<file path="config.mk">
export PLATFORM = sky130hd
export DESIGN_NAME = websocket_frame_deframer_unit_flat
export DESIGN_NICKNAME = d
export VERILOG_FILES = /design/src/hdl/wsdf_pkg.sv /design/src/hdl/wsdf_byte_if.sv /design/src/hdl/wsdf_result_if.sv /design/src/hdl/wsdf_result_fifo.sv /design/src/hdl/websocket_frame_deframer_unit.sv /design/src/flat_wrapper.sv
export SDC_FILE = /design/constraint.sdc
export NUM_CORES = 1
export LEC_CHECK = 0
export BUFFER_PORTS_ARGS = -buffer_cell sky130_fd_sc_hd__buf_2
export CAP_MARGIN = 0
export CORE_ASPECT_RATIO = 1.75
export CORE_MARGIN = 5
export CORE_UTILIZATION = 40
export CTS_BUF_LIST = sky130_fd_sc_hd__clkbuf_4 sky130_fd_sc_hd__clkbuf_8
export CTS_CLUSTER_SIZE = 16
export DETAILED_ROUTE_END_ITERATION = 12
export PLACE_DENSITY = 0.66
export SYNTH_ARGS = -nofsm -noshare
export SYNTH_HDL_FRONTEND = slang
export SYNTH_SLANG_ARGS = --single-unit
</file>
<file path="constraint.sdc">
create_clock -name clk -period 4.3 [get_ports clk]
set_input_delay 0.215 -clock clk [delete_from_list [all_inputs] [get_ports clk]]
set_output_delay 0.215 -clock clk [all_outputs]
set_load 0.02 [all_outputs]
</file>
<file path="src/hdl/wsdf_pkg.sv">
// Shared types and constants for the WebSocket frame deframer.
`timescale 1ns / 1ps
`default_nettype none

package wsdf_pkg;

  // Parser phase within one received segment.
  typedef enum logic [2:0] {
    PH_IDLE    = 3'd0,
    PH_LEN     = 3'd1,
    PH_EXT_HI  = 3'd2,
    PH_EXT_LO  = 3'd3,
    PH_MASK    = 3'd4,
    PH_PAYLOAD = 3'd5,
    PH_DROP    = 3'd6
  } phase_t;

  // Status codes carried with each result item.
  localparam logic [1:0] ST_OK     = 2'd0;
  localparam logic [1:0] ST_EARLY  = 2'd1;
  localparam logic [1:0] ST_LEN127 = 2'd2;

  // Header constants.
  localparam logic [6:0]  LEN_CODE_EXT16 = 7'd126;
  localparam logic [6:0]  LEN_CODE_EXT64 = 7'd127;
  localparam logic [15:0] MASK_BYTES     = 16'd4;

  // One result item as held in the output queue.
  typedef struct packed {
    logic [7:0] payload_byte;
    logic       data_valid;
    logic [7:0] frame_type;
    logic       last;
    logic [1:0] status;
  } result_t;

endpackage : wsdf_pkg

`default_nettype wire

</file>
<file path="src/hdl/wsdf_byte_if.sv">
// Valid/ready channel that carries received segment bytes.
`timescale 1ns / 1ps
`default_nettype none

interface wsdf_byte_if;
  logic       valid;
  logic       ready;
  logic [7:0] in_byte;
  logic       segment_end;

  modport source (output valid, output in_byte, output segment_end, input ready);
  modport sink   (input valid, input in_byte, input segment_end, output ready);
endinterface : wsdf_byte_if

`default_nettype wire

</file>
<file path="src/hdl/wsdf_result_if.sv">
// Valid/ready channel that carries deframed result items.
`timescale 1ns / 1ps
`default_nettype none

interface wsdf_result_if;
  logic       valid;
  logic       ready;
  logic [7:0] payload_byte;
  logic       data_valid;
  logic [7:0] frame_type;
  logic       last;
  logic [1:0] status;

  modport source (output valid, output payload_byte, output data_valid,
                  output frame_type, output last, output status, input ready);
  modport sink   (input valid, input payload_byte, input data_valid,
                  input frame_type, input last, input status, output ready);
endinterface : wsdf_result_if

`default_nettype wire

</file>
<file path="src/hdl/wsdf_result_fifo.sv">
// Two-entry result queue: circular buffer with head and tail pointers.
`timescale 1ns / 1ps
`default_nettype none

module wsdf_result_fifo (
  input  wire logic              clk,
  input  wire logic              rst,
  input  wire logic              push,
  input  wire wsdf_pkg::result_t push_data,
  output logic                   full,
  wsdf_result_if.source          tx
);
  import wsdf_pkg::*;

  result_t    mem [2];
  logic       head;
  logic       tail;
  logic [1:0] count;
  logic       pop;

  assign pop  = tx.valid && tx.ready;
  assign full = (count == 2'd2);

  // Storage is written at the tail; no reset needed for payload.
  always_ff @(posedge clk) begin
    if (push) begin
      mem[tail] <= push_data;
    end
  end

  // Pointers and fill count.
  always_ff @(posedge clk) begin
    if (rst) begin
      head  <= 1'b0;
      tail  <= 1'b0;
      count <= 2'd0;
    end else begin
      if (push) begin
        tail <= ~tail;
      end
      if (pop) begin
        head <= ~head;
      end
      unique case ({push, pop})
        2'b10:   count <= count + 2'd1;
        2'b01:   count <= count - 2'd1;
        default: count <= count;
      endcase
    end
  end

  // The head entry drives the output channel.
  assign tx.valid        = (count != 2'd0);
  assign tx.payload_byte = mem[head].payload_byte;
  assign tx.data_valid   = mem[head].data_valid;
  assign tx.frame_type   = mem[head].frame_type;
  assign tx.last         = mem[head].last;
  assign tx.status       = mem[head].status;

endmodule : wsdf_result_fifo

`default_nettype wire

</file>
<file path="src/hdl/websocket_frame_deframer_unit.sv">
// Top level of the WebSocket frame deframer: header parse and payload unmask.
// A result item is pushed into the result queue when its byte is accepted.
// Throughput: one byte per cycle unless the result queue is full; the header
// decode and XOR are one pass of logic from the parser state registers into a
// two-entry result queue. Input is stalled only while both queue entries hold
// unread results. Reset (synchronous, active high) returns the parser to the
// idle phase and empties the result queue.
`timescale 1ns / 1ps
`default_nettype none

module websocket_frame_deframer_unit (
  input  wire logic     clk,
  input  wire logic     rst,
  wsdf_byte_if.sink     rx,
  wsdf_result_if.source tx
);
  import wsdf_pkg::*;

  phase_t      phase, phase_next;
  logic [7:0]  type_byte, type_byte_next;
  logic        mask_on, mask_on_next;
  logic [15:0] payload_length, payload_length_next;
  logic [15:0] byte_count, byte_count_next;
  logic [31:0] mask_key, mask_key_next;

  logic        accept;
  logic        fifo_full;
  logic        res_valid;
  result_t     res;

  logic        go_known;
  logic        go_done;
  logic        mask_sel;
  logic [15:0] len_val;
  logic [15:0] count_inc;
  logic [7:0]  key_byte;
  logic        fin;

  assign accept   = rx.valid && rx.ready;
  assign rx.ready = !fifo_full;

  assign count_inc = byte_count + 16'd1;

  // Mask byte for this payload position; the first mask byte sits on top.
  always_comb begin
    unique case (byte_count[1:0])
      2'd0: key_byte = mask_key[31:24];
      2'd1: key_byte = mask_key[23:16];
      2'd2: key_byte = mask_key[15:8];
      2'd3: key_byte = mask_key[7:0];
    endcase
  end

  assign fin = (count_inc == payload_length);

  // Per-byte header decode, unmask and result build.
  always_comb begin
    phase_next          = phase;
    type_byte_next      = type_byte;
    mask_on_next        = mask_on;
    payload_length_next = payload_length;
    byte_count_next     = byte_count;
    mask_key_next       = mask_key;
    go_known            = 1'b0;
    go_done             = 1'b0;
    mask_sel            = mask_on;
    len_val             = payload_length;
    res_valid           = 1'b0;
    res.payload_byte    = 8'd0;
    res.data_valid      = 1'b0;
    res.last            = 1'b0;
    res.status          = ST_OK;

    unique case (phase)
      PH_IDLE: begin
        type_byte_next      = rx.in_byte;
        mask_on_next        = 1'b0;
        payload_length_next = 16'd0;
        byte_count_next     = 16'd0;
        mask_key_next       = 32'd0;
        phase_next          = rx.in_byte[7] ? PH_LEN : PH_DROP;
      end
      PH_LEN: begin
        mask_on_next = rx.in_byte[7];
        if (rx.in_byte[6:0] == LEN_CODE_EXT64) begin
          res_valid  = 1'b1;
          res.last   = 1'b1;
          res.status = ST_LEN127;
          phase_next = PH_DROP;
        end else if (rx.in_byte[6:0] == LEN_CODE_EXT16) begin
          phase_next = PH_EXT_HI;
        end else begin
          payload_length_next = {9'd0, rx.in_byte[6:0]};
          len_val             = {9'd0, rx.in_byte[6:0]};
          mask_sel            = rx.in_byte[7];
          go_known            = 1'b1;
        end
      end
      PH_EXT_HI: begin
        payload_length_next = {rx.in_byte, 8'd0};
        phase_next          = PH_EXT_LO;
      end
      PH_EXT_LO: begin
        payload_length_next = payload_length | {8'd0, rx.in_byte};
        len_val             = payload_length | {8'd0, rx.in_byte};
        go_known            = 1'b1;
      end
      PH_MASK: begin
        mask_key_next   = {mask_key[23:0], rx.in_byte};
        byte_count_next = count_inc;
        if (count_inc >= MASK_BYTES) begin
          go_done = 1'b1;
        end
      end
      PH_PAYLOAD: begin
        byte_count_next  = count_inc;
        res_valid        = 1'b1;
        res.payload_byte = rx.in_byte ^ key_byte;
        res.data_valid   = 1'b1;
        res.last         = fin;
        if (fin) begin
          phase_next = PH_DROP;
        end
      end
      PH_DROP: begin
        phase_next = PH_DROP;
      end
      default: begin
        phase_next = phase;
      end
    endcase

    // Length is known: read the mask key next, or finish the header.
    if (go_known) begin
      if (mask_sel) begin
        byte_count_next = 16'd0;
        mask_key_next   = 32'd0;
        phase_next      = PH_MASK;
      end else begin
        go_done = 1'b1;
      end
    end

    // Header complete: an empty frame reports at once.
    if (go_done) begin
      byte_count_next = 16'd0;
      if (len_val == 16'd0) begin
        res_valid  = 1'b1;
        res.last   = 1'b1;
        res.status = ST_OK;
        phase_next = PH_DROP;
      end else begin
        phase_next = PH_PAYLOAD;
      end
    end

    // Segment end reports a truncated frame if one is open, then returns to idle.
    if (rx.segment_end) begin
      if (phase_next == PH_LEN || phase_next == PH_EXT_HI || phase_next == PH_EXT_LO ||
          phase_next == PH_MASK || phase_next == PH_PAYLOAD) begin
        if (!res_valid) begin
          res.payload_byte = 8'd0;
          res.data_valid   = 1'b0;
        end
        res_valid  = 1'b1;
        res.last   = 1'b1;
        res.status = ST_EARLY;
      end
      phase_next = PH_IDLE;
    end

    res.frame_type = type_byte_next;
  end

  // Parser state advances on each accepted item.
  always_ff @(posedge clk) begin
    if (rst) begin
      phase          <= PH_IDLE;
      type_byte      <= 8'd0;
      mask_on        <= 1'b0;
      payload_length <= 16'd0;
      byte_count     <= 16'd0;
      mask_key       <= 32'd0;
    end else if (accept) begin
      phase          <= phase_next;
      type_byte      <= type_byte_next;
      mask_on        <= mask_on_next;
      payload_length <= payload_length_next;
      byte_count     <= byte_count_next;
      mask_key       <= mask_key_next;
    end
  end

  // Result queue decouples the parser from output stalls.
  wsdf_result_fifo u_result_fifo (
    .clk       (clk),
    .rst       (rst),
    .push      (accept && res_valid),
    .push_data (res),
    .full      (fifo_full),
    .tx        (tx)
  );

endmodule : websocket_frame_deframer_unit

`default_nettype wire
</file>
<file path="src/flat_wrapper.sv">
// flat-port wrapper written by rule: the top's interface ports become plain ports
module websocket_frame_deframer_unit_flat import wsdf_pkg::*;
  (clk, rst, rx_valid, rx_in_byte, rx_segment_end, rx_ready, tx_valid, tx_payload_byte, tx_data_valid, tx_frame_type, tx_last, tx_status, tx_ready);
  wsdf_byte_if rx_i ();
  wsdf_result_if tx_i ();
  input  wire logic clk;
  input  wire logic rst;
  input wire logic [$bits(rx_i.valid)-1:0] rx_valid;
  input wire logic [$bits(rx_i.in_byte)-1:0] rx_in_byte;
  input wire logic [$bits(rx_i.segment_end)-1:0] rx_segment_end;
  output wire logic [$bits(rx_i.ready)-1:0] rx_ready;
  output wire logic [$bits(tx_i.valid)-1:0] tx_valid;
  output wire logic [$bits(tx_i.payload_byte)-1:0] tx_payload_byte;
  output wire logic [$bits(tx_i.data_valid)-1:0] tx_data_valid;
  output wire logic [$bits(tx_i.frame_type)-1:0] tx_frame_type;
  output wire logic [$bits(tx_i.last)-1:0] tx_last;
  output wire logic [$bits(tx_i.status)-1:0] tx_status;
  input wire logic [$bits(tx_i.ready)-1:0] tx_ready;
  assign rx_i.valid = rx_valid;
  assign rx_i.in_byte = rx_in_byte;
  assign rx_i.segment_end = rx_segment_end;
  assign rx_ready = rx_i.ready;
  assign tx_valid = tx_i.valid;
  assign tx_payload_byte = tx_i.payload_byte;
  assign tx_data_valid = tx_i.data_valid;
  assign tx_frame_type = tx_i.frame_type;
  assign tx_last = tx_i.last;
  assign tx_status = tx_i.status;
  assign tx_i.ready = tx_ready;
  websocket_frame_deframer_unit u_core (.clk(clk), .rst(rst), .rx(rx_i), .tx(tx_i));
endmodule
</file>
== After elaboration in Yosys (flattened, before gate mapping) ==
Memory sizes are Yosys's and may differ from the RTL's. A register that Yosys moved wholly into a read port is not among the register bits.
Index checks and enable logic that the tools add are counted.

* Register bits after elaboration: 80
* Bits in writable memories: 40
* Bits of input ports: 13
* Output and inout bits: 22
* Word-level logic and storage cells: 112
* Memories: 1

{| class="wikitable"
|+ Memories
! name !! words !! width !! read ports !! clocked after Yosys merged registers in !! wr ports !! RTL line !! text
|-
| u_core.u_result_fifo.mem || 2 || 20 || 1 || 1 || 1 || wsdf_result_fifo.sv:15 || <nowiki>result_t mem [2];</nowiki>
|}

* Add/subtract/negate cells: 3
* Order comparisons: 1
* Equality and inequality tests: 20
* Mux-type cells: 56
* Bitwise gates (word level): 4
* Reduce and logical (&&, ||, !) cells: 18

{| class="wikitable"
|+ Operator list
! operator !! number
|-
| 2-to-1 mux 16 bit || 5
|-
| 2-to-1 mux 32 bit || 2
|-
| case mux 16 bit (2 select lines) || 2
|-
| case mux 16 bit (4 select lines) || 1
|-
| case mux 32 bit (2 select lines) || 1
|-
| 2-to-1 mux 3 bit || 13
|-
| 2-to-1 mux 9 bit || 4
|-
| case mux 8 bit (4 select lines) || 1
|-
| 2-to-1 mux 1 bit || 18
|-
| adder 16 x 1 -> 16 bit (second input constant) || 1
|-
| == test 16 bit || 1
|-
| greater-or-equal comparator 16 x 3 -> 1 bit (second input constant) || 1
|-
| zero test 16 bit || 1
|-
| OR 16 x 8 -> 16 bit || 1
|-
| == test 3 bit (second input constant) || 5
|-
| case mux 3 bit (5 select lines) || 1
|-
| == test 7 bit (second input constant) || 2
|-
| == test 3 x 2 -> 1 bit (second input constant) || 4
|-
| == test 2 bit (second input constant) || 4
|-
| 2-to-1 mux 8 bit || 1
|-
| case mux 1 bit (2 select lines) || 4
|-
| bitwise XOR 8 bit || 1
|-
| == test 3 x 1 -> 1 bit (second input constant) || 2
|-
| nonzero test 2 bit || 3
|-
| 14 further kinds || 23
|}

== Depth between registers and ports, before layout ==
Gate-level depths: netlist (run 1).

* Word-level depth: 17
* Depth in mapped cells: 15
* Gate-level depth less buffers: 14

== Cells and area by module ==
A second synthesis (run 1) with hierarchy kept.

* Cell total of the unflattened synthesis: 682
* Area total of the unflattened synthesis: 6369.9 um2

{| class="wikitable"
|+ Modules (own cells, without submodules)
! module !! instances !! cells an instance !! area an instance (um2) !! sequential area each (um2)
|-
| websocket_frame_deframer_unit || 1 || 597 || 4718.3 || 1521.5
|-
| wsdf_result_fifo || 1 || 85 || 1651.6 || 1301.2
|}

== Least setup slack after synthesis (run 1) ==
OpenSTA, ideal clock, no wires.

* Path type: flip-flop to flip-flop
* Start: register u_core.byte_count[0]
* End: memory u_core.u_result_fifo.mem[1][0] (netlist bit), enable pin
* Setup time: 0.397 ns
* Data arrival time: 3.511 ns
* Setup slack: 0.392 ns
* Cell stages (with the launch flop): 11
* Path buffers: 1
* Clock period less this slack: 3.908 ns
* Cells stage by stage: dfxtp_1 -> buf_2 -> nand4_2 -> nor4_1 -> xor3_1 -> a2111oi_2 -> nand4_2 -> a211oi_4 -> nor3_1 -> o21ba_2 -> nor2_1

* Word-level cells in the longest chain between the ends: 17

{| class="wikitable"
|+ RTL lines
! what !! RTL line !! text
|-
| start, declared || websocket_frame_deframer_unit.sv:23 || <nowiki>logic [15:0] byte_count, byte_count_next;</nowiki>
|-
| start signal, assigned || websocket_frame_deframer_unit.sv:189 || <nowiki>byte_count <= byte_count_next;</nowiki>
|-
| adder 16 x 1 -> 16 bit (*) || websocket_frame_deframer_unit.sv:42 || <nowiki>assign count_inc = byte_count + 16'd1;</nowiki>
|-
| greater-or-equal comparator 16 x 3 -> 1 bit or == test 16 bit (tied branches) || websocket_frame_deframer_unit.sv:111, websocket_frame_deframer_unit.sv:54 ||
|-
| 2-to-1 mux 1 bit or 2-to-1 mux 3 bit (tied branches) || websocket_frame_deframer_unit.sv:111, websocket_frame_deframer_unit.sv:121 ||
|-
| 2-to-1 mux 1 bit or case mux 3 bit (5 select lines) (tied branches) || websocket_frame_deframer_unit.sv:74 || <nowiki>unique case (phase)</nowiki>
|-
| 2-to-1 mux 1 bit or 2-to-1 mux 3 bit (tied branches) || websocket_frame_deframer_unit.sv:135 || <nowiki>if (mask_sel) begin</nowiki>
|-
| 2-to-1 mux 1 bit or 2-to-1 mux 3 bit (tied branches) || websocket_frame_deframer_unit.sv:134 || <nowiki>if (go_known) begin</nowiki>
|-
| 2-to-1 mux 3 bit || websocket_frame_deframer_unit.sv:145 || <nowiki>if (go_done) begin</nowiki>
|-
| == test 3 x 1 -> 1 bit or == test 3 x 2 -> 1 bit (tied branches) || websocket_frame_deframer_unit.sv:159 || <nowiki>if (phase_next == PH_LEN || phase_next == PH_EXT_HI || phase_next == PH_EXT_LO ||</nowiki>
|-
| logical OR 1 bit (3 in a row) || websocket_frame_deframer_unit.sv:159 ||
|-
| logical OR 1 bit || websocket_frame_deframer_unit.sv:160 || <nowiki>phase_next == PH_MASK || phase_next == PH_PAYLOAD) begin</nowiki>
|-
| 2-to-1 mux 1 bit || websocket_frame_deframer_unit.sv:159 ||
|-
| 2-to-1 mux 1 bit (*) || websocket_frame_deframer_unit.sv:158 || <nowiki>if (rx.segment_end) begin</nowiki>
|-
| logical AND 1 bit (*) || websocket_frame_deframer_unit.sv:198 || <nowiki>.push (accept && res_valid),</nowiki>
|-
| 2-to-1 mux 1 bit (*) || wsdf_result_fifo.sv:26 || <nowiki>if (push) begin</nowiki>
|-
| 2-to-1 mux 1 bit (not written as such) (*) || wsdf_result_fifo.sv:27 || <nowiki>mem[tail] <= push_data;</nowiki>
|-
| end, declared || wsdf_result_fifo.sv:15 ||
|}

Mark *: on every way between the ends. The rest lies on a longest branch, timed or not.

== Worst setup path after layout (run 1) ==
* Start: register u_core.byte_count[0]
* End: register u_core.u_result_fifo.count[1]

* Word-level cells in the longest chain between the ends: 17

{| class="wikitable"
|+ RTL lines
! what !! RTL line !! text
|-
| adder 16 x 1 -> 16 bit (*) || websocket_frame_deframer_unit.sv:42 ||
|-
| greater-or-equal comparator 16 x 3 -> 1 bit or == test 16 bit (tied branches) || websocket_frame_deframer_unit.sv:111, websocket_frame_deframer_unit.sv:54 ||
|-
| 2-to-1 mux 1 bit or 2-to-1 mux 3 bit (tied branches) || websocket_frame_deframer_unit.sv:111, websocket_frame_deframer_unit.sv:121 ||
|-
| 2-to-1 mux 1 bit or case mux 3 bit (5 select lines) (tied branches) || websocket_frame_deframer_unit.sv:74 ||
|-
| 2-to-1 mux 1 bit or 2-to-1 mux 3 bit (tied branches) || websocket_frame_deframer_unit.sv:135 ||
|-
| 2-to-1 mux 1 bit or 2-to-1 mux 3 bit (tied branches) || websocket_frame_deframer_unit.sv:134 ||
|-
| 2-to-1 mux 3 bit || websocket_frame_deframer_unit.sv:145 ||
|-
| == test 3 x 1 -> 1 bit or == test 3 x 2 -> 1 bit (tied branches) || websocket_frame_deframer_unit.sv:159 ||
|-
| logical OR 1 bit (3 in a row) || websocket_frame_deframer_unit.sv:159 ||
|-
| logical OR 1 bit || websocket_frame_deframer_unit.sv:160 ||
|-
| 2-to-1 mux 1 bit || websocket_frame_deframer_unit.sv:159 ||
|-
| 2-to-1 mux 1 bit (*) || websocket_frame_deframer_unit.sv:158 ||
|-
| logical AND 1 bit (*) || websocket_frame_deframer_unit.sv:198 ||
|-
| == test 2 x 1 -> 1 bit or == test 2 bit (tied branches) || wsdf_result_fifo.sv:44 || <nowiki>unique case ({push, pop})</nowiki>
|-
| case mux 2 bit (2 select lines) or nonzero test 2 bit (tied branches) || -- ||
|-
| end signal, assigned || wsdf_result_fifo.sv:45 || <nowiki>2'b10: count <= count + 2'd1;</nowiki>
|-
| end signal, assigned || wsdf_result_fifo.sv:46 || <nowiki>2'b01: count <= count - 2'd1;</nowiki>
|-
| end signal, assigned || wsdf_result_fifo.sv:47 || <nowiki>default: count <= count;</nowiki>
|-
| end, declared || wsdf_result_fifo.sv:18 || <nowiki>logic [1:0] count;</nowiki>
|}

Marks and branches as above.
A chain may end at the register's enable or synchronous reset.

==> summary.txt, run 1 <==
Outcome
  – Outcome: finished, final reports clean

Yosys
  – Synth unique cells: 70
  – Post-synth top cells: 111 x nor2_1, 81 x dfxtp_1, 75 x nand2_1
  – Post-synth top area share: ~25%
  – Synth area leaders: dfxtp_1 25%, edfxtp_1 18%, nor2_1 6.3%
  – Leading area contributor after synthesis: dfxtp_1
  – Top_reg_cell synth: dfxtp_1
  – Register area share after synthesis: a little over two fifths
  – Yosys Warn Count: 0
  – Synth async-reset ratio: 0%
  – Count leader, synth: nor2_1
  – Syn_nets: 764
  – Netlist Area Pre-Place: around 0.0066 mm²
  – Cells after Synth: ~740
  – FF+latch count, synth: about 120
  – Post-synth EDFFs: 40
  – Avg Synthesized Cell Area: between 8 and 9 µm²

Power
  – Tot Pwr: 3.00 mW
  – VDD IR-drop max: between 0.00015 and 0.0002 V
  – Pwr per Cell Area: a little over 400 mW/mm²
  – Leakage power: about 2.7 nW

STA
  – Slew headroom: about a third
  – Slew Viols, Final: 0
  – Hold_ws: 0.104 ns
  – RSZ-0062 raised after global routing: no
  – Worst slew pin tran: a little over 1 ns
  – F_max: approximately 0.25 GHz
  – Final min period: slightly below 4 ns
  – Worst Skew: around 0.016 ns
  – Setup_tns: 0 ns
  – Final setup viols: 0
  – Final period util: 92.3%
  – Endpoints failing hold: 0

Worst hold path
  – HP Class: in2reg

Layout
  – Diode count: 0
  – Finished Cell Area: 0.00731 mm²
  – Final net count: about 780
  – Layout cell share with drive strength beyond 1: about 17%
  – Layout Utilization: between 40% and 50%
  – Synth-to-layout area growth: 11.1%

Clock network
  – CTS tree: yes
  – CTS-repair resized insts: 0
  – CTS buffer count: 17
  – Clk_lat worst skew: between 0.4 and 0.5 ns
  – Clock Path Buffers: 2
  – # H-tree levels: 4
  – Clock Pin Slew Worst Setup and Hold Paths: 0.08 ns
  – Root buffer cell: clkbuf_8
  – Clock sinks: around 120
  – Post-CTS Setup Inserts: 0
  – Hold_buf cts: 0

Global route
  – Met1 usage: between 10% and 20%
  – GRT busiest layer: met2
  – M3 GR Usage: around 3.5%
  – GRT Total Usage: roughly 19%
  – Vias in the first global route: between 5k and 6k
  – GRT overflow: 0
  – Largest net degree at the start of global routing: 49
  – Global-route track usage on met2: between 30% and 40%
  – First-pass GRT wire length: roughly 29 mm
  – Initial antenna violation count: 0

Job
  – Max_cap viols: 0

Floorplanning
  – Starting Density: 40.4%
  – Total core area: ~0.016 mm²
  – Site Rows: 62
  – Die span in x: roughly 110 µm
  – Die ar.: 0.0192 mm²
  – Height of the die: ~180 µm
  – Ports: 35

Critical path
  – Req. time, crit path: 4.66 ns
  – CP max FO: 10
  – Worst setup SP type: flop
  – Critical path class: reg2reg
  – CP endpoint kind: flop
  – Arrival @ worst endpoint: approximately 4.3 ns

Placed design
  – DP Wirelength: between 10 and 15 mm
  – PortBufs: 34
  – GPL Wtd Cong: between 0.9 and 1
  – Cell Area, Placed: approximately 0.0069 mm²

Detailed routing
  – WL final: 18.3 mm
  – Post-route antenna net violation count: 0
  – Drt drc: 0
  – Iteration count of the initial detailed-routing pass: 5
  – Vias/cell: between 5 and 6
  – Via count: approximately 5.7k
  – Routed wire per std cell: 19.0 µm
  – Drt initial violations: between 400 and 500
power by group:
part           internal [mW]  leakage (nW)  switching, mW
clock                  0.472         0.175          0.492
combinational          0.262          1.52          0.447
sequential              1.27          1.02         0.0593
total                   2.00          2.72          0.998
path summary, 6_finish.rpt:
| check | from | to | slack (ns) | cells past startpoint |
|---|---|---|---|---|
| max | u_core.byte_count[0]$_SDFFE_PP0P_ | u_core.u_result_fifo.count[1]$_SDFFE_PP0P_ | 0.33 | 12 |
| min | rx_segment_end | u_core.phase[1]$_SDFFE_PP0P_ | 0.10 | 3 |
| max reg2reg | u_core.byte_count[0]$_SDFFE_PP0P_ | u_core.u_result_fifo.count[1]$_SDFFE_PP0P_ | 0.33 | 12 |
| min reg2reg | u_core.type_byte[7]$_SDFFE_PP0P_ | u_core.type_byte[7]$_SDFFE_PP0P_ | 0.46 | 2 |
worst max-delay path, cell delays in order, from the launching register on:
cell and delay, ns:
dfxtp_1 0.52, ha_1 0.42, nand4_2 0.24, nor4_4 0.48, xnor2_1 0.19, nand4b_1 0.16, o21ba_2 0.29, or3_1 0.41
nor3_1 0.19, o21ba_2 0.22, ha_1 0.27, or3_1 0.35, a21oi_1 0.14
through the flow:
step                      std cells  worst slack, ns
after floorplan                 742            0.392
after global placement          932            0.453
after detailed placement        932            0.364
after CTS                       964            0.331
after global routing            964           0.0790
final                           964            0.330
cells by family after synthesis:
group | Yosys count | synth area share [%]
AO/OA/AOI/OAI | 184 | 19.7
XOR/XNOR | 33 | 4.62
adder cells (fa/ha/maj) | 9 | 1.71
buffers and inverters | 71 | 4.32
flip-flops | 121 | 42.9
multiplexers | 24 | 4.13
AND/OR/NAND/NOR | 300 | 22.6
routing by layer:
layer  share of wire [%]  wire (µm)
met1                  36       6620
met2                  53       9670
met3                 4.6        852
met4                 6.5       1190
met5                   0          0
registers in the layout, indices dropped and copies added (netlist names), named ones only:
register / flops
u_core.u_result_fifo.tail: 1
u_core.u_result_fifo.mem: 40
u_core.phase: 3
u_core.mask_key: 32
u_core.payload_length: 16
u_core.mask_on: 1
u_core.u_result_fifo.count: 2
u_core.u_result_fifo.head: 1
u_core.type_byte: 8
u_core.byte_count: 16
cell usage in the layout (no fill, tap or decap), types with 3 or more instances in the layout:
cell type | synthesis | final
xnor2_1 | 26 | 26
a21o_1 | 3 | 3
nand2b_1 | 13 | 13
a211oi_1 | 5 | 5
clkbuf_8 | 0 | 18
mux2_2 | 21 | 21
nor2_1 | 111 | 110
nor3_1 | 21 | 21
and2_1 | 6 | 6
inv_1 | 10 | 10
nand3b_1 | 4 | 4
clkinv_4 | 0 | 3
a21oi_1 | 39 | 39
dfxtp_1 | 81 | 81
or3_1 | 6 | 6
ha_1 | 9 | 9
nand2_1 | 75 | 75
clkinvlp_4 | 0 | 5
nor4_1 | 9 | 9
nand4_1 | 7 | 7
and3_1 | 6 | 6
a22o_1 | 4 | 4
and4_1 | 3 | 3
nand4_2 | 5 | 5
nor2b_1 | 3 | 3
o22ai_1 | 5 | 5
o21ai_0 | 32 | 32
a22oi_1 | 50 | 50
o211ai_1 | 3 | 3
buf_2 | 11 | 34
a31oi_1 | 6 | 6
o21ba_2 | 3 | 3
edfxtp_1 | 40 | 40
nor3b_1 | 4 | 4
buf_4 | 1 | 25
a222oi_1 | 8 | 8
nand3_1 | 12 | 12
xor2_1 | 6 | 6
cell type report:
type                            count  area (µm²)
Inverter                           10        37.5
Clock buffer                       18         248
Fill cell                        1581        8980
Sequential cell                   121        2820
Multi-Input combinational cell    550        3470
Tap cell                          192         240
Clock inverter                     14         125
Timing Repair Buffer               59         358
Note: power is estimated with default switching activity, not from simulation.
==> run 2: changes to the inputs <==
MAX_ROUTING_LAYER = met4   (was unset)
==> summary.txt, run 2 (same netlist as run 1, synthesis figures left out) <==
Power
  – Pwr per Cell Area: approximately 410 mW/mm²
  – VDD IR-drop max: ~0.00019 V
  – Leakage power: roughly 2.7 nW

Critical path
  – Req. time, crit path: ~4.7 ns
  – Critical path class: reg2reg
  – CP endpoint kind: flop
  – Arrival @ worst endpoint: roughly 4.3 ns
  – Crit path from: u_core.byte_count[0]$_SDFFE_PP0P_
  – CP max FO: 10
  – R2r startpoint: u_core.byte_count[0]$_SDFFE_PP0P_
  – Worst setup SP type: flop

Placed design
  – Place WS: about 0.45 ns
  – DP Wirelength: 13.3 mm
  – GPL Wtd Cong: between 0.9 and 1
  – PortBufs: 34

Layout
  – Final net count: between 700 and 800
  – Commonest non-fill, non-tap cell in the layout: nor2_1
  – Top reg by flops: u_core.u_result_fifo.mem
  – Max FFs per register: 40
  – Largest registers: u_core.u_result_fifo.mem x40, u_core.mask_key x32
  – Commonest non-fill, non-tap cells in the layout: 110 x nor2_1, 81 x dfxtp_1, 75 x nand2_1
  – Synth-to-layout area growth: 11.7%
  – Diode count: 0
  – Layout cell share with drive strength beyond 1: about 18%

STA
  – Final setup margin: just under 0.4 ns
  – Endpoints failing hold: 0
  – Final period util: around 90%
  – Setup_tns: 0 ns
  – Slew headroom: between 40% and 50%
  – Worst Skew: roughly 0.012 ns
  – Final min period: 3.91 ns
  – F_max: 0.256 GHz
  – RSZ-0062 raised after global routing: no
  – Final setup viols: 0
  – Slew Viols, Final: 0
  – Worst slew pin tran: approximately 0.86 ns

Job
  – Max_cap viols: 0

Global route
  – Largest net degree at the start of global routing: 51
  – Vias in the first global route: ~5.8k
  – GRT Total Usage: roughly a fifth
  – First-pass GRT wire length: about 29 mm
  – Initial antenna violation count: 0
  – GRT overflow: 0

Worst hold path
  – HP Start: rx_segment_end
  – HP Class: in2reg

Clock network
  – Root buffer cell: clkbuf_8
  – Clk_lat worst skew: between 0.4 and 0.5 ns
  – Clock Pin Slew Worst Setup and Hold Paths: about 0.070 ns
  – Post-CTS Setup Inserts: 0
  – Clock sinks: approximately 120
  – Hold_buf cts: 0
  – CTS tree: yes
  – Clock Path Buffers: 2
  – CTS-repair resized insts: 0
  – CTS buffer count: 17
  – # H-tree levels: 4

Detailed routing
  – Vias/cell: ~5.9
  – Post-route antenna net violation count: 0
  – Drt drc: 0
  – Routed wire per std cell: around 19 µm
  – Drt initial violations: about 430
  – WL final: approximately 18 mm
  – Via count: around 5.7k
  – Iteration count of the initial detailed-routing pass: 6

Floorplanning
  – Site Rows: 62
  – Height of the die: between 150 and 200 µm
  – Ports: 35
  – Starting Density: about two fifths
  – Total core area: around 0.016 mm²
  – Die ar.: 0.0192 mm²
  – Die span in x: 107 µm

Outcome
  – Outcome: finished, final reports clean
[run 2: critical path, stage by stage (launching register included)]
cell and delay (ns):
dfxtp_1 0.52, ha_1 0.37, nand4_2 0.26, nor3_4 0.35, xnor2_1 0.17, a2111oi_2 0.41
nand4_2 0.19, a211oi_4 0.35, nor3_1 0.10, o21ba_2 0.25, ha_1 0.34, or3_1 0.37
a21oi_1 0.14
[run 2: final cells by class]
| type | count | area [µm²] |
|---|---|---|
| clock buffer | 17 | 234 |
| clock inverter | 15 | 153 |
| fill | 1571 | 8950 |
| inverter | 10 | 37.5 |
| multi-input combinational | 550 | 3470 |
| sequential | 121 | 2820 |
| tap | 192 | 240 |
| timing repair buffer | 62 | 380 |
[run 2: per-stage QoR]
step	power (mW)	utilization (%)	instances	instance area (µm²)	hold slack (ns)
after global placement	2.06	42.7	935	6960	0.442
after floorplan	1.84	-	742	6580	0.377
after global routing	3.19	45.1	967	7340	0.100
after detailed placement	2.07	42.7	935	6960	0.454
final	3.04	45.1	967	7340	0.0993
after CTS	3.07	45.1	967	7340	0.0868
[run 2: routing by layer]
layer	vias up	track usage (%)	routed length, µm
li1	2745	-	-
met1	2711	19.1	6470
met2	203	34.1	9520
met3	85	4.06	918
met4	0	16.3	1470
met5	-	-	0
[run 2: power breakdown]
part           leakage (nW)  internal, mW  switching (mW)
clock network         0.186         0.513           0.485
logic                  1.54         0.265           0.452
registers              1.02          1.27          0.0590
[run 2: final timing paths]
check | to | slack [ns] | cells past startpoint
worst min register to register | u_core.type_byte[7]$_SDFFE_PP0P_ | 0.46 | 2
worst max register to register | u_core.u_result_fifo.count[1]$_SDFFE_PP0P_ | 0.39 | 12
worst max-delay path | u_core.u_result_fifo.count[1]$_SDFFE_PP0P_ | 0.39 | 12
worst min-delay path | u_core.phase[1]$_SDFFE_PP0P_ | 0.1 | 3
==> run 3: changes to the inputs <==
clock period = 4.7 ns   (was 4.3 ns; I/O delays follow)
==> summary.txt, run 3 (same netlist as run 1, synthesis figures left out) <==
STA
  – RSZ-0062 raised after global routing: no
  – Slew headroom: between 40% and 50%
  – Final period util: a little under nine tenths
  – Worst Skew: roughly 0.013 ns
  – Final min period: 4.02 ns
  – Worst slew pin tran: roughly 0.89 ns
  – Setup_tns: 0 ns
  – Slew Viols, Final: 0
  – Final setup viols: 0
  – Endpoints failing hold: 0
  – F_max: approximately 0.25 GHz

Floorplanning
  – Total core area: around 0.016 mm²
  – Height of the die: 180 µm
  – Starting Density: a little over 40%
  – Site Rows: 62
  – Ports: 35
  – Die ar.: 0.0192 mm²
  – Die span in x: between 100 and 150 µm

Detailed routing
  – Post-route antenna net violation count: 0
  – Drt initial violations: about 560
  – Routed wire per std cell: between 15 and 20 µm
  – WL final: between 15 and 20 mm
  – Vias/cell: approximately 6
  – Iteration count of the initial detailed-routing pass: 6
  – Drt drc: 0
  – Via count: 5749

Worst hold path
  – HP Start: rx_segment_end
  – HP Class: in2reg
  – Min-Delay Path Depth: 3
  – WHS Endpoint: u_core.phase[1]$_SDFFE_PP0P_

Critical path
  – Arrival @ worst endpoint: 4.40 ns
  – Req. time, crit path: 5.07 ns
  – Slowest-stage cell, CP: dfxtp_1
  – R2r startpoint: u_core.byte_count[3]$_SDFFE_PP0P_
  – CP delay by family, top: simple AND/OR/NAND/NOR gates
  – CP endpoint kind: flop
  – Worst r2r path cells: 11
  – Worst r2r dst: u_core.u_result_fifo.count[1]$_SDFFE_PP0P_
  – Critical path class: reg2reg
  – CP Cell Sequence: nand4_2 > nor4_1 > xor3_1 > a2111oi_2 > nand4_2 > a211oi_4 > nor3_1 > o21ba_2 > ha_1 > or3_1 > a21oi_1
  – Worst setup SP type: flop
  – Slowest Stage Delay on Critical Path: between 0.6 and 0.7 ns
  – Crit path buffers/inverters: 0
  – R2R setup slack: ~0.68 ns
  – Crit path top cell by count: nand4_2
  – CP max FO: 15

Clock network
  – # H-tree levels: 4
  – Clock Path Buffers: 2
  – CTS tree: yes
  – Clock Pin Slew Worst Setup and Hold Paths: 0.08 ns
  – CTS buffer count: 17
  – Hold_buf cts: 0
  – CTS-repair resized insts: 0
  – Post-CTS Setup Inserts: 0
  – Clock sinks: between 100 and 150
  – Clk_lat worst skew: 0.45 ns
  – Root buffer cell: clkbuf_8

Global route
  – Largest net degree at the start of global routing: 48
  – GRT overflow: 0
  – First-pass GRT wire length: about 29 mm
  – GRT Total Usage: between 10% and 20%
  – Vias in the first global route: ~5.7k
  – Initial antenna violation count: 0

Placed design
  – GPL Wtd Cong: between 0.9 and 1
  – DP Wirelength: 12.6 mm
  – PortBufs: 34

Power
  – Leakage power: 2.69 nW
  – VDD IR-drop max: roughly 0.00017 V
  – Pwr per Cell Area: between 300 and 400 mW/mm²
  – Tot Pwr: roughly 2.8 mW

Layout
  – Diode count: 0
  – Top reg by flops: u_core.u_result_fifo.mem
  – Layout Utilization: 44.6%
  – Commonest non-fill, non-tap cells in the layout: 110 x nor2_1, 81 x dfxtp_1, 75 x nand2_1
  – Commonest non-fill, non-tap cell in the layout: nor2_1
  – Max FFs per register: 40
  – Layout cell share with drive strength beyond 1: around 17%
  – Synth-to-layout area growth: 10.4%
  – Largest registers: u_core.u_result_fifo.mem x40, u_core.mask_key x32
  – Final net count: 772

Outcome
  – Outcome: finished, final reports clean

Job
  – Max_cap viols: 0
==> run 3: cell count changes in the layout (fill, tap and decap cells not counted), moves of 2 or more <==
cell	before	now
buf_4	28	16
clkinv_2	3	1
clkinvlp_4	4	2
inv_6	2	6
inv_8	0	3
==> run 3: worst max-delay path by stage <==
| stage | start | to | slack (ns) | cells after the start |
|---|---|---|---|---|
| 2_1_floorplan | u_core.byte_count[0]$_SDFFE_PP0P_ | u_core.u_result_fifo.mem[1][0]$_DFFE_PP_ | 0.79 | 10 |
| 3_3_place_gp | u_core.byte_count[3]$_SDFFE_PP0P_ | u_core.u_result_fifo.count[1]$_SDFFE_PP0P_ | 0.80 | 11 |
| 3_5_place_dp | u_core.byte_count[3]$_SDFFE_PP0P_ | u_core.u_result_fifo.count[1]$_SDFFE_PP0P_ | 0.71 | 11 |
| 4_1_cts | u_core.byte_count[3]$_SDFFE_PP0P_ | u_core.u_result_fifo.count[1]$_SDFFE_PP0P_ | 0.69 | 11 |
| 5_1_grt | u_core.byte_count[3]$_SDFFE_PP0P_ | u_core.u_result_fifo.count[1]$_SDFFE_PP0P_ | 0.45 | 11 |
| 6_report | u_core.byte_count[3]$_SDFFE_PP0P_ | u_core.u_result_fifo.count[1]$_SDFFE_PP0P_ | 0.68 | 11 |
==> run 3: area by class of cell <==
cell class                 count  area [µm²]
clock buffer                  17         234
clock inverter                15         154
fill                        1574        9030
inverter                      10        37.5
multi-input combinational    550        3480
sequential                   121        2820
tap                          192         240
timing repair buffer          50         290
==> run 3: worst register-to-register path, cell delays in order, from the launching register on <==
cell and delay [ns]:
dfxtp_1 0.65, nand4_2 0.30, nor4_1 0.51, xor3_1 0.31
a2111oi_2 0.44, nand4_2 0.21, a211oi_4 0.34, nor3_1 0.10
o21ba_2 0.26, ha_1 0.34, or3_1 0.36, a21oi_1 0.15
==> run 3: layer usage <==
metal / global-route usage [%] / share of wire [%]
met4: 12.7 / 6.3
met2: 33.7 / 52
met1: 19.2 / 37
met5: - / 0
met3: 3.77 / 4.7
==> run 3: per-stage QoR <==
step / worst slack (ns) / cell area [µm²] / instances / hold WS (ns)
2_1_floorplan: 0.792 / 6580 / 742 / 0.397
3_3_place_gp: 0.795 / 6870 / 923 / 0.445
3_5_place_dp: 0.706 / 6870 / 923 / 0.452
4_1_cts: 0.694 / 7260 / 955 / 0.111
5_1_grt: 0.446 / 7260 / 955 / 0.132
6_report: 0.675 / 7260 / 955 / 0.131
==> run 3: power by group <==
part / switching [mW] / internal (mW) / total, mW / leakage, nW
clock network: 0.499 / 0.438 / 0.936 / 0.194
logic: 0.407 / 0.236 / 0.643 / 1.47
registers: 0.0543 / 1.16 / 1.21 / 1.02
